## src/rtl/sdfd_pkg.sv

```systemverilog
`default_nettype none

package sdfd_pkg;

    localparam int ELEV_BITS      = 16;
    localparam int MAX_WIDTH_DEF  = 4096;
    localparam int ROW_BITS       = 13;
    localparam int ROW_LIMIT      = 4096;
    localparam int COORD_BITS     = 12;
    localparam int SLOPE_BITS     = 32;
    localparam int CODE_BITS      = 4;
    localparam int CFG_INDEX_BITS = 2;
    localparam int CFG_DATA_BITS  = 13;
    localparam int DIM_RESET      = 1024;
    localparam int DIAG_SCALE     = 46341;   // 1/sqrt2 in Q16
    localparam int ORTHO_SHIFT    = 16;
    localparam int NUM_NB         = 8;
    localparam int OUTQ_DEPTH     = 8;

    localparam logic [ROW_BITS-1:0] ROW_MAX = {ROW_BITS{1'b1}};

    typedef enum logic [CFG_INDEX_BITS-1:0] {
        REG_GRID_WIDTH  = 2'd0,
        REG_GRID_HEIGHT = 2'd1
    } cfg_reg_t;

    typedef enum logic [CODE_BITS-1:0] {
        DIR_NW   = 4'd0,
        DIR_N    = 4'd1,
        DIR_NE   = 4'd2,
        DIR_W    = 4'd3,
        DIR_E    = 4'd4,
        DIR_SW   = 4'd5,
        DIR_S    = 4'd6,
        DIR_SE   = 4'd7,
        DIR_NONE = 4'd8
    } dir_t;

    typedef logic [ELEV_BITS-1:0] elev_t;

    typedef struct packed {
        logic  func;
        elev_t elevation;
    } in_item_t;

    typedef struct packed {
        logic [CODE_BITS-1:0]  direction_code;
        logic [SLOPE_BITS-1:0] slope_q16;
        logic [COORD_BITS-1:0] cell_col;
        logic [COORD_BITS-1:0] cell_row;
        logic                  frame_last;
    } out_item_t;

    // 3x3 window, index (dy+1)*3 + (dx+1)
    typedef logic [8:0][ELEV_BITS-1:0] window_t;

    typedef struct packed {
        logic                  emit;
        logic                  last;
        logic                  up_ok;
        logic                  down_ok;
        logic                  left_ok;
        logic                  right_ok;
        logic [COORD_BITS-1:0] cell_col;
        logic [COORD_BITS-1:0] cell_row;
    } meta_t;

    typedef struct packed {
        logic [SLOPE_BITS-1:0] slope;
        logic [CODE_BITS-1:0]  code;
    } cand_t;

    // zero reads as one, anything above hi reads as hi
    function automatic logic [CFG_DATA_BITS-1:0] clamp_dim(
        input logic [CFG_DATA_BITS-1:0] v,
        input logic [CFG_DATA_BITS-1:0] hi
    );
        logic [CFG_DATA_BITS-1:0] r;
        if (v == '0)
            r = CFG_DATA_BITS'(1);
        else if (v > hi)
            r = hi;
        else
            r = v;
        return r;
    endfunction

    // earlier candidate keeps a tie
    function automatic cand_t pick(input cand_t a, input cand_t b);
        cand_t r;
        if (b.slope > a.slope)
            r = b;
        else
            r = a;
        return r;
    endfunction

endpackage

`default_nettype wire

```

## src/rtl/sdfd_select.sv

```systemverilog
`default_nettype none

module sdfd_select (
    input  wire logic                  clk,
    input  wire logic                  rst_n,
    input  wire logic                  win_valid,
    input  wire sdfd_pkg::window_t     win,
    input  wire sdfd_pkg::meta_t       win_meta,
    output      logic                  retire,
    output      logic                  push,
    output      sdfd_pkg::out_item_t   push_item
);

    localparam int SB = sdfd_pkg::SLOPE_BITS;
    localparam int NB = sdfd_pkg::NUM_NB;
    localparam logic [NB-1:0] DIAG_MASK = 8'b1010_0101;

    logic [NB-1:0]              nb_ok;
    sdfd_pkg::cand_t [NB-1:0]   slope_c;

    logic                       s3_valid_reg, s4_valid_reg, s5_valid_reg;
    sdfd_pkg::meta_t            s3_meta_reg, s4_meta_reg, s5_meta_reg;
    sdfd_pkg::cand_t [NB-1:0]   s3_cand_reg;
    sdfd_pkg::cand_t [3:0]      s4_cand_reg;
    sdfd_pkg::cand_t [1:0]      s5_cand_reg;
    sdfd_pkg::cand_t            best;

    assign nb_ok = {
        win_meta.down_ok & win_meta.right_ok,
        win_meta.down_ok,
        win_meta.down_ok & win_meta.left_ok,
        win_meta.right_ok,
        win_meta.left_ok,
        win_meta.up_ok & win_meta.right_ok,
        win_meta.up_ok,
        win_meta.up_ok & win_meta.left_ok
    };

    // per-neighbor slope; centre sits at window index 4
    always_comb
    begin
        sdfd_pkg::elev_t centre;
        sdfd_pkg::elev_t nb;
        sdfd_pkg::elev_t drop;
        centre = win[4];
        for (int k = 0; k < NB; k++)
        begin
            nb   = (k < 4) ? win[k] : win[k + 1];
            drop = centre - nb;
            slope_c[k].code = sdfd_pkg::CODE_BITS'(k);
            if (nb_ok[k] && (nb < centre))
            begin
                if (DIAG_MASK[k])
                    slope_c[k].slope = SB'(drop) * SB'(sdfd_pkg::DIAG_SCALE);
                else
                    slope_c[k].slope = SB'(drop) << sdfd_pkg::ORTHO_SHIFT;
            end
            else
            begin
                slope_c[k].slope = '0;
            end
        end
    end

    always_ff @(posedge clk or negedge rst_n)
    begin
        if (!rst_n)
        begin
            s3_valid_reg <= 1'b0;
            s4_valid_reg <= 1'b0;
            s5_valid_reg <= 1'b0;
        end
        else
        begin
            s3_valid_reg <= win_valid;
            s4_valid_reg <= s3_valid_reg;
            s5_valid_reg <= s4_valid_reg;
        end
    end

    // compare tree, earlier neighbor wins ties at every level
    always_ff @(posedge clk)
    begin
        s3_meta_reg <= win_meta;
        s3_cand_reg <= slope_c;
        s4_meta_reg <= s3_meta_reg;
        for (int i = 0; i < 4; i++)
        begin
            s4_cand_reg[i] <= sdfd_pkg::pick(s3_cand_reg[2*i], s3_cand_reg[2*i + 1]);
        end
        s5_meta_reg <= s4_meta_reg;
        for (int i = 0; i < 2; i++)
        begin
            s5_cand_reg[i] <= sdfd_pkg::pick(s4_cand_reg[2*i], s4_cand_reg[2*i + 1]);
        end
    end

    assign best = sdfd_pkg::pick(s5_cand_reg[0], s5_cand_reg[1]);

    always_comb
    begin
        push_item.slope_q16      = best.slope;
        push_item.direction_code = (best.slope == '0) ? sdfd_pkg::DIR_NONE : best.code;
        push_item.cell_col       = s5_meta_reg.cell_col;
        push_item.cell_row       = s5_meta_reg.cell_row;
        push_item.frame_last     = s5_meta_reg.last;
    end

    assign retire = s5_valid_reg;
    assign push   = s5_valid_reg && s5_meta_reg.emit;

endmodule

`default_nettype wire

```

## config.mk

```make
export PLATFORM = sky130hd
export DESIGN_NAME = sdfd_select
export DESIGN_NICKNAME = d
export VERILOG_FILES = /design/src/rtl/sdfd_pkg.sv /design/src/rtl/sdfd_select.sv
export SDC_FILE = /design/constraint.sdc
export NUM_CORES = 2
export LEC_CHECK = 0
export ABC_AREA = 1
export BUFFER_PORTS_ARGS = -buffer_cell sky130_fd_sc_hd__buf_4
export CORE_UTILIZATION = 40
export DETAILED_ROUTE_END_ITERATION = 16
export HOLD_SLACK_MARGIN = 0.08
export PLACE_DENSITY_LB_ADDON = 0.3
export SYNTH_ARGS = -nofsm -noshare
export SYNTH_HDL_FRONTEND = slang
export SYNTH_SLANG_ARGS = --single-unit
```

## constraint.sdc

```tcl
create_clock -name clk -period 3.9 [get_ports clk]
set_input_delay 0.39 -clock clk [delete_from_list [all_inputs] [get_ports clk]]
set_output_delay 0.39 -clock clk [all_outputs]
set_load 0.05 [all_outputs]
```

==> qor.txt <==
Footprint of the multi-input gates: 30100 um^2
Row Count: 114
CTS H-tree depth: 2
Number of global-route vias before repair: 35182
Die area: 98700 um^2
Kind of critical path: primary input to flip-flop
Clock sink count: 473
Worst path arrival time: 6.03 ns
Crit. End Element: flip-flop
Congestion Overflow GR: 0
Layout cell share with drive strength beyond 1: 31.9%
Worst-path clk slew: 0.06 ns
Area Overhead vs Synth: 43.2%
Post-synth top area share: 24.1%
Primary FF master, synth: dfxtp_1
Starting Density: 40.4%
Die Wd: 314 um
Worst hold path class: primary input to flip-flop
Final Cell Area: 55900 um^2
Antenna violations before repair: 3
FF/Latch Area: 9490 um^2
Status: finished, violations left
Most common cell after layout, fill and taps aside: inv_1
Root Buffer: clkbuf_16
Worst path slowest cell: fa_2
CP max stage delay: 0.56 ns
Synth area leaders: dfxtp_1, ha_1, inv_1, fa_1, nand2_1
Top cell by count, worst path: fa_1
Final wirelength: 122000 um
Via count: 35496
Drt wl/cell: 16.8 um
Failing checks: negative setup slack
Input/output buffers: 239
Syn Inst Count: 4899
MaxCap Viol Count: 0
First-pass GRT wire length: 187000 um
Worst clock skew: 0.0321 ns
Final Critical Period: 5.50 ns
DRT Pass-1 Iters: 6
CTS max path bufs: 3
Worst slew pin tran: 1.13 ns
Mapped cell area: 39000 um^2
Final net count: 7071
Number of remaining DRC errors: 0
CP startpoint kind: primary input
DIE HEIGHT: 314 um
Syn. warnings: 0
Critical path required time: 4.43 ns
Final ANT Viol Nets: 0
Crit-path max FO: 6
Max-slew violation count: 0
Detailed placer's ending HPWL: 98600 um
#FFs+latches synth: 473
Placer Congestion: 0.930
Largest net degree at the start of global routing: 42
Num ports: 240
EDFF count, synth: 0
Distinct cells, synth: 59
Post-Syn Nets: 6021
Fmax: 182 MHz
Synth area leader: dfxtp_1
GRT Overall Usage: 24.0%
DR iter-0 viols: 1930
Layout Utilization: 57.8%
Worst skew pair latency: 0.61 ns
Number of flip-flops under the largest register name: 192
TritonCTS clock tree: built
Setup violators final: 79
Total CTS buffers: 51
Post-DP Area: 49000 um^2
Most frequent cells in the layout: inv_1, buf_4, nand2_1, ha_1, dfxtp_1
Final hold viol count: 0
Post-synth ARST share: 0.634%
Max-slew headroom: 24.3%
Final Cycle Share: 141%
RSZ-0062 raised after global routing: true
Fill count: 8197
Mean Syn Cell Area: 7.96 um^2
CORE AREA: 96600 um^2
Post-route setup slack: -1.60 ns
Sequential share of the synthesized area: 24.3%
Vias/cell: 4.88
-- Yosys cell counts, drive strengths merged, types with 10 or more instances --
library cell  count
a31oi            20
nand2           712
buf              47
o21ai           289
clkbuf           34
xnor2            51
a211oi           15
nand3b           27
nor2            362
nor3             39
nand3            71
xor2            115
inv            1066
a21o             19
o211ai           12
o221ai           10
a21boi           13
ha              752
a21oi           383
fa              193
o21bai           33
o21a             24
dfxtp           470
nor4             12
nand4            51
or2              32
-- path summary, 6_finish.rpt --
check	slack, ns	endpoint	depth (start not counted)	startpoint
max	-1.60	s3_cand_reg[213]	30	win[64]
min	0.12	s3_cand_reg[237]	3	win[113]
max reg2reg	0.80	s5_cand_reg[51]	13	s4_cand_reg[89]
min reg2reg	0.32	push_item[9]	0	s4_meta_reg[8]
max in group asynchronous	3.65	retire	2	rst_n
min in group asynchronous	0.14	s4_valid_reg	2	rst_n
-- through the flow --
step	std cells	TNS [ns]	setup slack (ns)	hold slack (ns)
floorplan	4899	-108.38	-1.79	0.0944
global placement	7025	-154.21	-2.29	0.180
detailed placement	7025	-159.04	-2.33	0.188
CTS	7207	-90.94	-1.49	0.0943
global route	7268	-111.30	-1.80	0.114
finish	7269	-98.31	-1.60	0.124
-- repair_timing --
item / CTS / global route
hold endpoints to repair: 31 / 0
endpoints found under the setup margin: 82 / 87
buffers inserted: 75 / 70
gates cloned: 0 / 6
gates resized for setup: 368 / 365
hold buffers: 29 / 0
pin swaps: 204 / 235
-- routing by layer --
layer,vias up,wire (um),global-route usage (%)
met5,-,0,0
li1,17812,-,-
met2,922,55100,39.4
met4,0,3530,6.56
met1,16595,57500,33.3
met3,167,6320,2.77
-- worst max-delay path: cells and delay by family --
kind	cells	cell delay (ns)
XOR/XNOR	1	0.25
adder cells (fa/ha/maj)	8	3.17
AND/OR/NAND/NOR	5	0.41
AO/OA/AOI/OAI	8	1.11
buffers and inverters	8	0.67
-- cell type report --
type                       count  area share, %
sequential                   473           17.0
multi-input combinational   3282           54.0
clock buffer                  61           2.44
antenna                        2        0.00896
tap                         1276           2.86
inverter                    1066           7.20
timing repair buffer        1075           15.7
clock inverter                34          0.849
-- cells by family after synthesis --
kind of cell    after synthesis  share of synthesized area [%]
compound gates              851                           12.2
flops                       473                           24.3
xor+xnor                    166                           3.73
buf+inv                    1147                           11.5
fa+ha+maj                   945                           34.0
mux                           2                         0.0578
simple gates               1315                           14.1
Power is left out: the tool's default activity adds up to more than one toggle a clock period on the data nets, which glitch-free logic cannot reach.
