<file path="src/rtl/sdfd_pkg.sv">
`default_nettype none

package sdfd_pkg;

    localparam int ELEV_BITS      = 16;
    localparam int MAX_WIDTH_DEF  = 4096;
    localparam int ROW_BITS       = 13;
    localparam int ROW_LIMIT      = 4096;
    localparam int COORD_BITS     = 12;
    localparam int SLOPE_BITS     = 32;
    localparam int CODE_BITS      = 4;
    localparam int CFG_INDEX_BITS = 2;
    localparam int CFG_DATA_BITS  = 13;
    localparam int DIM_RESET      = 1024;
    localparam int DIAG_SCALE     = 46341;   // 1/sqrt2 in Q16
    localparam int ORTHO_SHIFT    = 16;
    localparam int NUM_NB         = 8;
    localparam int OUTQ_DEPTH     = 8;

    localparam logic [ROW_BITS-1:0] ROW_MAX = {ROW_BITS{1'b1}};

    typedef enum logic [CFG_INDEX_BITS-1:0] {
        REG_GRID_WIDTH  = 2'd0,
        REG_GRID_HEIGHT = 2'd1
    } cfg_reg_t;

    typedef enum logic [CODE_BITS-1:0] {
        DIR_NW   = 4'd0,
        DIR_N    = 4'd1,
        DIR_NE   = 4'd2,
        DIR_W    = 4'd3,
        DIR_E    = 4'd4,
        DIR_SW   = 4'd5,
        DIR_S    = 4'd6,
        DIR_SE   = 4'd7,
        DIR_NONE = 4'd8
    } dir_t;

    typedef logic [ELEV_BITS-1:0] elev_t;

    typedef struct packed {
        logic  func;
        elev_t elevation;
    } in_item_t;

    typedef struct packed {
        logic [CODE_BITS-1:0]  direction_code;
        logic [SLOPE_BITS-1:0] slope_q16;
        logic [COORD_BITS-1:0] cell_col;
        logic [COORD_BITS-1:0] cell_row;
        logic                  frame_last;
    } out_item_t;

    // 3x3 window, index (dy+1)*3 + (dx+1)
    typedef logic [8:0][ELEV_BITS-1:0] window_t;

    typedef struct packed {
        logic                  emit;
        logic                  last;
        logic                  up_ok;
        logic                  down_ok;
        logic                  left_ok;
        logic                  right_ok;
        logic [COORD_BITS-1:0] cell_col;
        logic [COORD_BITS-1:0] cell_row;
    } meta_t;

    typedef struct packed {
        logic [SLOPE_BITS-1:0] slope;
        logic [CODE_BITS-1:0]  code;
    } cand_t;

    // zero reads as one, anything above hi reads as hi
    function automatic logic [CFG_DATA_BITS-1:0] clamp_dim(
        input logic [CFG_DATA_BITS-1:0] v,
        input logic [CFG_DATA_BITS-1:0] hi
    );
        logic [CFG_DATA_BITS-1:0] r;
        if (v == '0)
            r = CFG_DATA_BITS'(1);
        else if (v > hi)
            r = hi;
        else
            r = v;
        return r;
    endfunction

    // earlier candidate keeps a tie
    function automatic cand_t pick(input cand_t a, input cand_t b);
        cand_t r;
        if (b.slope > a.slope)
            r = b;
        else
            r = a;
        return r;
    endfunction

endpackage

`default_nettype wire

</file>
<file path="src/rtl/sdfd_outq.sv">
`default_nettype none

module sdfd_outq (
    input  wire logic                  clk,
    input  wire logic                  rst_n,
    input  wire logic                  push,
    input  wire sdfd_pkg::out_item_t   push_item,
    input  wire logic                  pop,
    output      logic                  out_valid,
    output      sdfd_pkg::out_item_t   out_item
);

    localparam int DEPTH = sdfd_pkg::OUTQ_DEPTH;
    localparam int PBITS = $clog2(DEPTH);
    localparam int NBITS = $clog2(DEPTH + 1);

    sdfd_pkg::out_item_t slot_reg [DEPTH];
    logic [PBITS-1:0]    head_reg, head_next;
    logic [PBITS-1:0]    tail_reg, tail_next;
    logic [NBITS-1:0]    count_reg, count_next;

    always_comb
    begin
        head_next  = head_reg;
        tail_next  = tail_reg;
        count_next = count_reg;
        if (push)
        begin
            tail_next = (tail_reg == PBITS'(DEPTH - 1)) ? '0 : tail_reg + PBITS'(1);
        end
        if (pop)
        begin
            head_next = (head_reg == PBITS'(DEPTH - 1)) ? '0 : head_reg + PBITS'(1);
        end
        count_next = count_reg + NBITS'(push) - NBITS'(pop);
    end

    always_ff @(posedge clk or negedge rst_n)
    begin
        if (!rst_n)
        begin
            head_reg  <= '0;
            tail_reg  <= '0;
            count_reg <= '0;
        end
        else
        begin
            head_reg  <= head_next;
            tail_reg  <= tail_next;
            count_reg <= count_next;
        end
    end

    always_ff @(posedge clk)
    begin
        if (push)
        begin
            slot_reg[tail_reg] <= push_item;
        end
    end

    assign out_valid = (count_reg != '0);
    assign out_item  = slot_reg[head_reg];

endmodule

`default_nettype wire

</file>
<file path="config.mk">
export PLATFORM = sky130hd
export DESIGN_NAME = sdfd_outq
export DESIGN_NICKNAME = d
export VERILOG_FILES = /design/src/rtl/sdfd_pkg.sv /design/src/rtl/sdfd_outq.sv
export SDC_FILE = /design/constraint.sdc
export NUM_CORES = 1
export LEC_CHECK = 0
export BUFFER_PORTS_ARGS = -buffer_cell sky130_fd_sc_hd__buf_2
export CAP_MARGIN = 20
export CORE_MARGIN = 2
export CORE_UTILIZATION = 50
export CTS_CLUSTER_SIZE = 16
export DETAILED_ROUTE_END_ITERATION = 16
export PLACE_DENSITY = 0.68
export SYNTH_ARGS = -nofsm -noshare
export SYNTH_HDL_FRONTEND = slang
export SYNTH_SLANG_ARGS = --single-unit
export TNS_END_PERCENT = 20
</file>
<file path="constraint.sdc">
create_clock -name clk -period 4.8 [get_ports clk]
set_input_delay 0.72 -clock clk [delete_from_list [all_inputs] [get_ports clk]]
set_output_delay 0.72 -clock clk [all_outputs]
set_load 0.005 [all_outputs]
</file>
==> results of run 1 <==
path summary, 6_finish.rpt:
check	slack [ns]	depth (start not counted)	endpoint
max	1.24	5	out_item[7]
min	0.40	1	slot_reg[5][1]
max reg2reg	2.48	3	slot_reg[2][55]
min reg2reg	0.56	1	tail_reg[2]
max in group asynchronous	4.02	2	head_reg[2]
min in group asynchronous	0.54	2	tail_reg[1]
report_power, final:
group | switching [uW] | internal (uW) | total [uW]
Combinational | 1930 | 1700 | 3620
Sequential | 330 | 5450 | 5780
Clock | 1610 | 2380 | 3990
cell families after synthesis:
kind of cell,share of synthesized area (%)
DFF,78.83
and+or+nand+nor,4.076
muxes,14.77
AOI/OAI and AO/OA,0.1191
buffers and inverters,1.410
adders and majority gates,0.7015
xor gates and xnor gates,0.09266
cell usage after synthesis:
| master | number | area [sq um] |
|---|---|---|
| a21o_1 | 1 | 7.510 |
| clkbuf_1 | 11 | 41.29 |
| mux4_2 | 122 | 2748 |
| buf_2 | 15 | 75.07 |
| buf_4 | 1 | 7.510 |
| nand3_1 | 1 | 5.000 |
| nand3b_1 | 2 | 15.01 |
| o21ai_0 | 2 | 10.01 |
| dfrtp_1 | 10 | 250.2 |
| nand2_1 | 186 | 698.2 |
| buf_1 | 6 | 22.52 |
| inv_2 | 1 | 3.750 |
| buf_6 | 8 | 90.09 |
| nand2b_1 | 2 | 12.51 |
| xor2_1 | 2 | 17.52 |
| mux2_2 | 4 | 45.04 |
| ha_1 | 9 | 112.6 |
| nor2_1 | 8 | 30.03 |
| edfxtp_1 | 488 | 14650 |
| a21oi_1 | 1 | 5.000 |
| inv_1 | 7 | 26.28 |
| nor3_1 | 2 | 10.01 |
| fa_1 | 1 | 20.02 |
metal layers:
layer | up-vias | GRT usage (%) | part of all wire (%)
li1 | 3896 | - | -
met1 | 4637 | 27.85 | 43
met2 | 236 | 32.42 | 49
met3 | 63 | 4.781 | 6.1
met4 | 8 | 4.947 | 1.6
met5 | - | 0 | 0.14
worst max-delay path, cell delays in order, from the launching register on:
cell	delay, ns
dfrtp_4	0.91
buf_12	0.42
mux4_2	0.56
nand2_1	0.08
nand2_1	0.09
buf_2	0.14
metrics by stage:
stage	instances	power (uW)	setup TNS [ns]	util (%)	area, sq um
after global routing	1600	14090	0	58.60	21970
final	1601	13390	0	58.61	21970
after floorplan	890	8250	-43.56	-	18910
after global placement	1506	9547	0	54.05	20260
after CTS	1599	13590	0	58.60	21970
after detailed placement	1506	9610	0	54.05	20260
what timing repair did:
item,CTS,global route
gates resized for setup,0,0
buffers inserted,0,0
hold buffers,1,0
hold endpoints to repair,10,0
final cells by class:
| type | count | area share [%] |
|---|---|---|
| Clock buffer | 59 | 5.945 |
| Antenna cell | 2 | 0.02278 |
| Tap cell | 511 | 2.910 |
| Clock inverter | 33 | 1.777 |
| Multi-Input combinational cell | 343 | 17.28 |
| Inverter | 8 | 0.1367 |
| Sequential cell | 498 | 67.87 |
| Timing Repair Buffer | 147 | 4.054 |
==> results.json, run 1 <==
{
  "gr-total-overflow": 0,
  "drt_first_pass_iters": 5,
  "h-tree-depth": 2,
  "final-seq-area_sq_um": 14910,
  "hold_start": "push_item[1]",
  "clockBufferDepth": 3,
  "via_count": 8840,
  "yosysSeqAreaShare_pct": 78.83,
  "first_iter_violations": 493,
  "pin_count": 127,
  "final_common_cell": "edfxtp_1",
  "initial_utilization_pct": 50.43,
  "critPathKind": "reg2out",
  "grt_pass1_wl_microns": 57550,
  "period_share_pct": 74.13,
  "synth_seq_cells": 498,
  "grt_max_degree": 63,
  "ant_nets": 0,
  "cts_sinks": 498,
  "grt_usage_pct": 20.02,
  "hold_violations": 0,
  "viasPerCell": 5.522,
  "fin_ws_ns": 1.242,
  "area_growth_pct": 16.21,
  "r2r-start": "tail_reg[2]",
  "drc": 0,
  "cts-root-buf": "clkbuf_16",
  "core_area_sq_um": 37490,
  "status": "complete, no violations",
  "crit_required_ns": 4.08,
  "ys_types": 23,
  "cp-start-kind": "flip-flop",
  "largest_reg_flops": 488,
  "multi_input_area_sq_um": 3797,
  "antenna_found_initial": 5,
  "place_ws_ns": 1.754,
  "finalCriticalPeriod_ns": 3.558,
  "cts_tree": "yes",
  "p_leak_uw": 0.007502,
  "max_freq_ghz": 0.2810,
  "portBuffers": 126,
  "n_fill_cell": 2781,
  "clk_pin_slew_worst_paths_ns": 0.06,
  "setup_violations": 0,
  "dp_hpwl_microns": 20270,
  "rsz0062_at_grt": "no",
  "synthCells": 890,
  "irDropWorstVdd_mv": 0.3850,
  "num_rows": 71,
  "die_h_microns": 198.5,
  "clock_latency_ns": 0.59,
  "maxSlewHeadroom_pct": 26.76,
  "tightestPinTransition_ns": 1.096,
  "first_global_vias": 9372,
  "power_per_cell_area_nw_per_um2": 609.4,
  "nNetsFinal": 1123,
  "syn_nets": 965,
  "crit_arrival_ns": 2.84,
  "startpoint": "head_reg[0]",
  "wl_microns": 37940,
  "drive_above_1_share_pct": 33.00,
  "endpoint_kind": "output pin",
  "maxSlewViolCount": 0,
  "wl_per_cell_microns": 23.70,
  "maxCapViolCount": 0,
  "gp_congestion": 0.7012,
  "cts_buffers": 50,
  "fp.dieArea_sq_um": 39380,
  "most-common-layout-cells": "488 x edfxtp_1, 186 x nand2_1, 126 x buf_2",
  "fin_skew_ns": 0.02418,
  "hold_ws_ns": 0.4031,
  "cp_max_fo": 44,
  "syn_area_per_cell_sq_um": 21.24,
  "min_path_type": "in2reg",
  "ys_warn_count": 0,
  "synthesis.area_sq_um": 18910,
  "die_width_microns": 198.5
}
Note: power is estimated with default switching activity, not from simulation.
==> run 2: changes to the inputs <==
--- a/config.mk
+++ b/config.mk
@@ -5,13 +5,14 @@
 export SDC_FILE = /design/constraint.sdc
 export NUM_CORES = 1
 export LEC_CHECK = 0
+export ABC_AREA = 1
 export BUFFER_PORTS_ARGS = -buffer_cell sky130_fd_sc_hd__buf_2
 export CAP_MARGIN = 20
 export CORE_MARGIN = 2
 export CORE_UTILIZATION = 50
 export CTS_CLUSTER_SIZE = 16
 export DETAILED_ROUTE_END_ITERATION = 16
-export PLACE_DENSITY = 0.68
+export PLACE_DENSITY = 0.64
 export SYNTH_ARGS = -nofsm -noshare
 export SYNTH_HDL_FRONTEND = slang
 export SYNTH_SLANG_ARGS = --single-unit
==> constraint.sdc (replaced) <==
create_clock -name clk -period 3.3 [get_ports clk]
set_input_delay 0.495 -clock clk [delete_from_list [all_inputs] [get_ports clk]]
set_output_delay 0.495 -clock clk [all_outputs]
set_load 0.005 [all_outputs]
==> results.json, run 2 <==
{
  "wl_microns": 47620,
  "tightestPinTransition_ns": 1.036,
  "crit_chain": "inv_6 -> buf_4 -> nand2_1 -> nand3_1 -> nand2_1 -> nand2_1 -> nand2_1 -> buf_2",
  "post_cts_resized": 0,
  "cp_max_fo": 49,
  "min_path_type": "in2reg",
  "first_global_vias": 13530,
  "gr-total-overflow": 0,
  "hold_violations": 0,
  "irDropWorstVdd_mv": 0.6730,
  "cts_hold_buffers": 1,
  "clockBufferDepth": 3,
  "finalCriticalPeriod_ns": 2.881,
  "setup_violations": 0,
  "fin_setup_tns_ns": 0,
  "largest_reg_flops": 488,
  "die_width_microns": 213.0,
  "gp_congestion": 0.7545,
  "max_freq_ghz": 0.3471,
  "synth_edf_count": 488,
  "portBuffers": 126,
  "grt_max_degree": 142,
  "synthesis.area_sq_um": 21830,
  "ys.flop_type": "edfxtp_1",
  "n_fill_cell": 3641,
  "num_rows": 76,
  "cpMostUsedCell": "nand2_1",
  "synth.top_cell.area_share_pct": 67.11,
  "place_ws_ns": 1.003,
  "period_share_pct": 87.30,
  "fin_skew_ns": 0.01374,
  "viasPerCell": 4.795,
  "synth_seq_cells": 498,
  "final_common_cell": "nand2_1",
  "cts_buffers": 50,
  "crit_arrival_ns": 2.39,
  "post_cts_buffers": 0,
  "synth.area.top_cells": "edfxtp_1 67%, nand2_1 14%, inv_1 8.6%",
  "synthCells": 2174,
  "clk_pin_slew_worst_paths_ns": 0.06,
  "pin_count": 127,
  "drt_first_pass_iters": 5,
  "drive_above_1_share_pct": 10.22,
  "synth_commonest_cells": "802 x nand2_1, 501 x inv_1, 488 x edfxtp_1",
  "fp.dieArea_sq_um": 45360,
  "first_iter_violations": 902,
  "ys_warn_count": 0,
  "synth_most_common_cell": "nand2_1",
  "yosysSeqAreaShare_pct": 68.26,
  "core_area_sq_um": 43080,
  "initial_utilization_pct": 50.69,
  "utilization_pct": 57.29,
  "area_growth_pct": 13.02,
  "fin_ws_ns": 0.4189,
  "cp-start-kind": "flip-flop",
  "drc": 0,
  "antenna_found_initial": 8,
  "via_count": 14010,
  "p_leak_uw": 0.01144,
  "endpoint_kind": "output pin",
  "ys_types": 17,
  "slowest_stage": "dfrtp_4",
  "cp_num_buf_inv": 3,
  "h-tree-depth": 2,
  "max_stage_delay_ns": 0.52,
  "maxSlewHeadroom_pct": 30.95,
  "crit_required_ns": 2.80,
  "ant_nets": 0,
  "critPathKind": "reg2out",
  "cts_sinks": 498,
  "grt_usage_pct": 21.58,
  "nNetsFinal": 2362,
  "most-common-layout-cells": "802 x nand2_1, 500 x inv_1, 488 x edfxtp_1",
  "maxCapViolCount": 0,
  "hold_ws_ns": 0.1773,
  "grt_pass1_wl_microns": 74240,
  "dp_hpwl_microns": 24580,
  "power_per_cell_area_nw_per_um2": 775.2,
  "status": "complete, no violations",
  "yosys.area.top_type": "edfxtp_1",
  "cts_tree": "yes",
  "maxSlewViolCount": 0,
  "syn_area_per_cell_sq_um": 10.04,
  "cts-root-buf": "clkbuf_16",
  "synthArstFlopShare_pct": 2.008,
  "syn_nets": 2249,
  "crit_family": "buffers and inverters",
  "rsz0062_at_grt": "no",
  "die_h_microns": 213.0,
  "clock_latency_ns": 0.58,
  "wl_per_cell_microns": 16.30
}
==> run 2: cell types whose count changed after synthesis, moves of 15 or more <==
cell,before,now
inv_1,7,501
buf_2,15,50
nand3_1,1,250
buf_4,1,16
nand2_1,186,802
mux4_2,122,0
==> run 2: worst paths after layout <==
check	start	endpoint	slack, ns	cells after the start
setup reg to reg	tail_reg[0]	slot_reg[4][28]	1.41	4
min in group asynchronous	rst_n	count_reg[2]	0.32	2
hold / removal	push_item[47]	slot_reg[2][47]	0.18	1
setup / recovery	head_reg[0]	out_item[19]	0.42	8
max in group asynchronous	rst_n	head_reg[1]	2.73	2
hold reg to reg	tail_reg[0]	tail_reg[0]	0.63	2
==> run 2: cell families (layout without fill, tap and decap cells) <==
kind of cell	Yosys count	count (layout)	share of synthesized area, %
AND/OR/NAND/NOR	1060	1060	19.66
XOR/XNOR	2	2	0.08024
other	0	8	0
flip-flops	498	498	68.26
buffers and inverters	597	752	11.24
AO/OA/AOI/OAI	7	7	0.1604
adder cells (fa/ha/maj)	10	10	0.6074
==> run 2: worst register-to-register path: cells and delay by family, from the launching register on <==
kind	cells	cell delay, ns
DFF	1	0.40
buffers and inverters	2	0.67
and+or+nand+nor	2	0.41
==> run 2: cell type report <==
class | count | area [sq um] | share of cell area (%)
clock buffers | 60 | 1353 | 5.481
repair buffers | 155 | 975.9 | 3.955
multi-input cells | 1079 | 4537 | 18.38
inverters | 503 | 1896 | 7.681
clock inverters | 34 | 251.5 | 1.019
flip-flops and latches | 498 | 14910 | 60.43
well taps | 585 | 732.0 | 2.966
diodes | 8 | 20.02 | 0.08112
==> run 2: metal layers <==
metal	routed length (microns)	track usage, %
met1	21070	28.84
met2	23060	36.22
met3	2263	3.236
met4	1215	7.403
met5	19	0
==> run 2: power breakdown <==
| group | leakage, uW | internal (uW) | switching, uW | total [uW] |
|---|---|---|---|---|
| clock network | 0.000792 | 3220 | 2310 | 5530 |
| registers | 0.00455 | 7740 | 166 | 7910 |
| logic | 0.00610 | 1800 | 3890 | 5690 |
==> run 2: per-stage QoR <==
step                      power [uW]  cell area, sq um  std cells
after floorplan                11750             21830       2174
after global placement         13670             23040       2819
after detailed placement       13790             23040       2819
after CTS                      19350             24660       2914
after global routing           20300             24670       2918
final                          19130             24680       2922
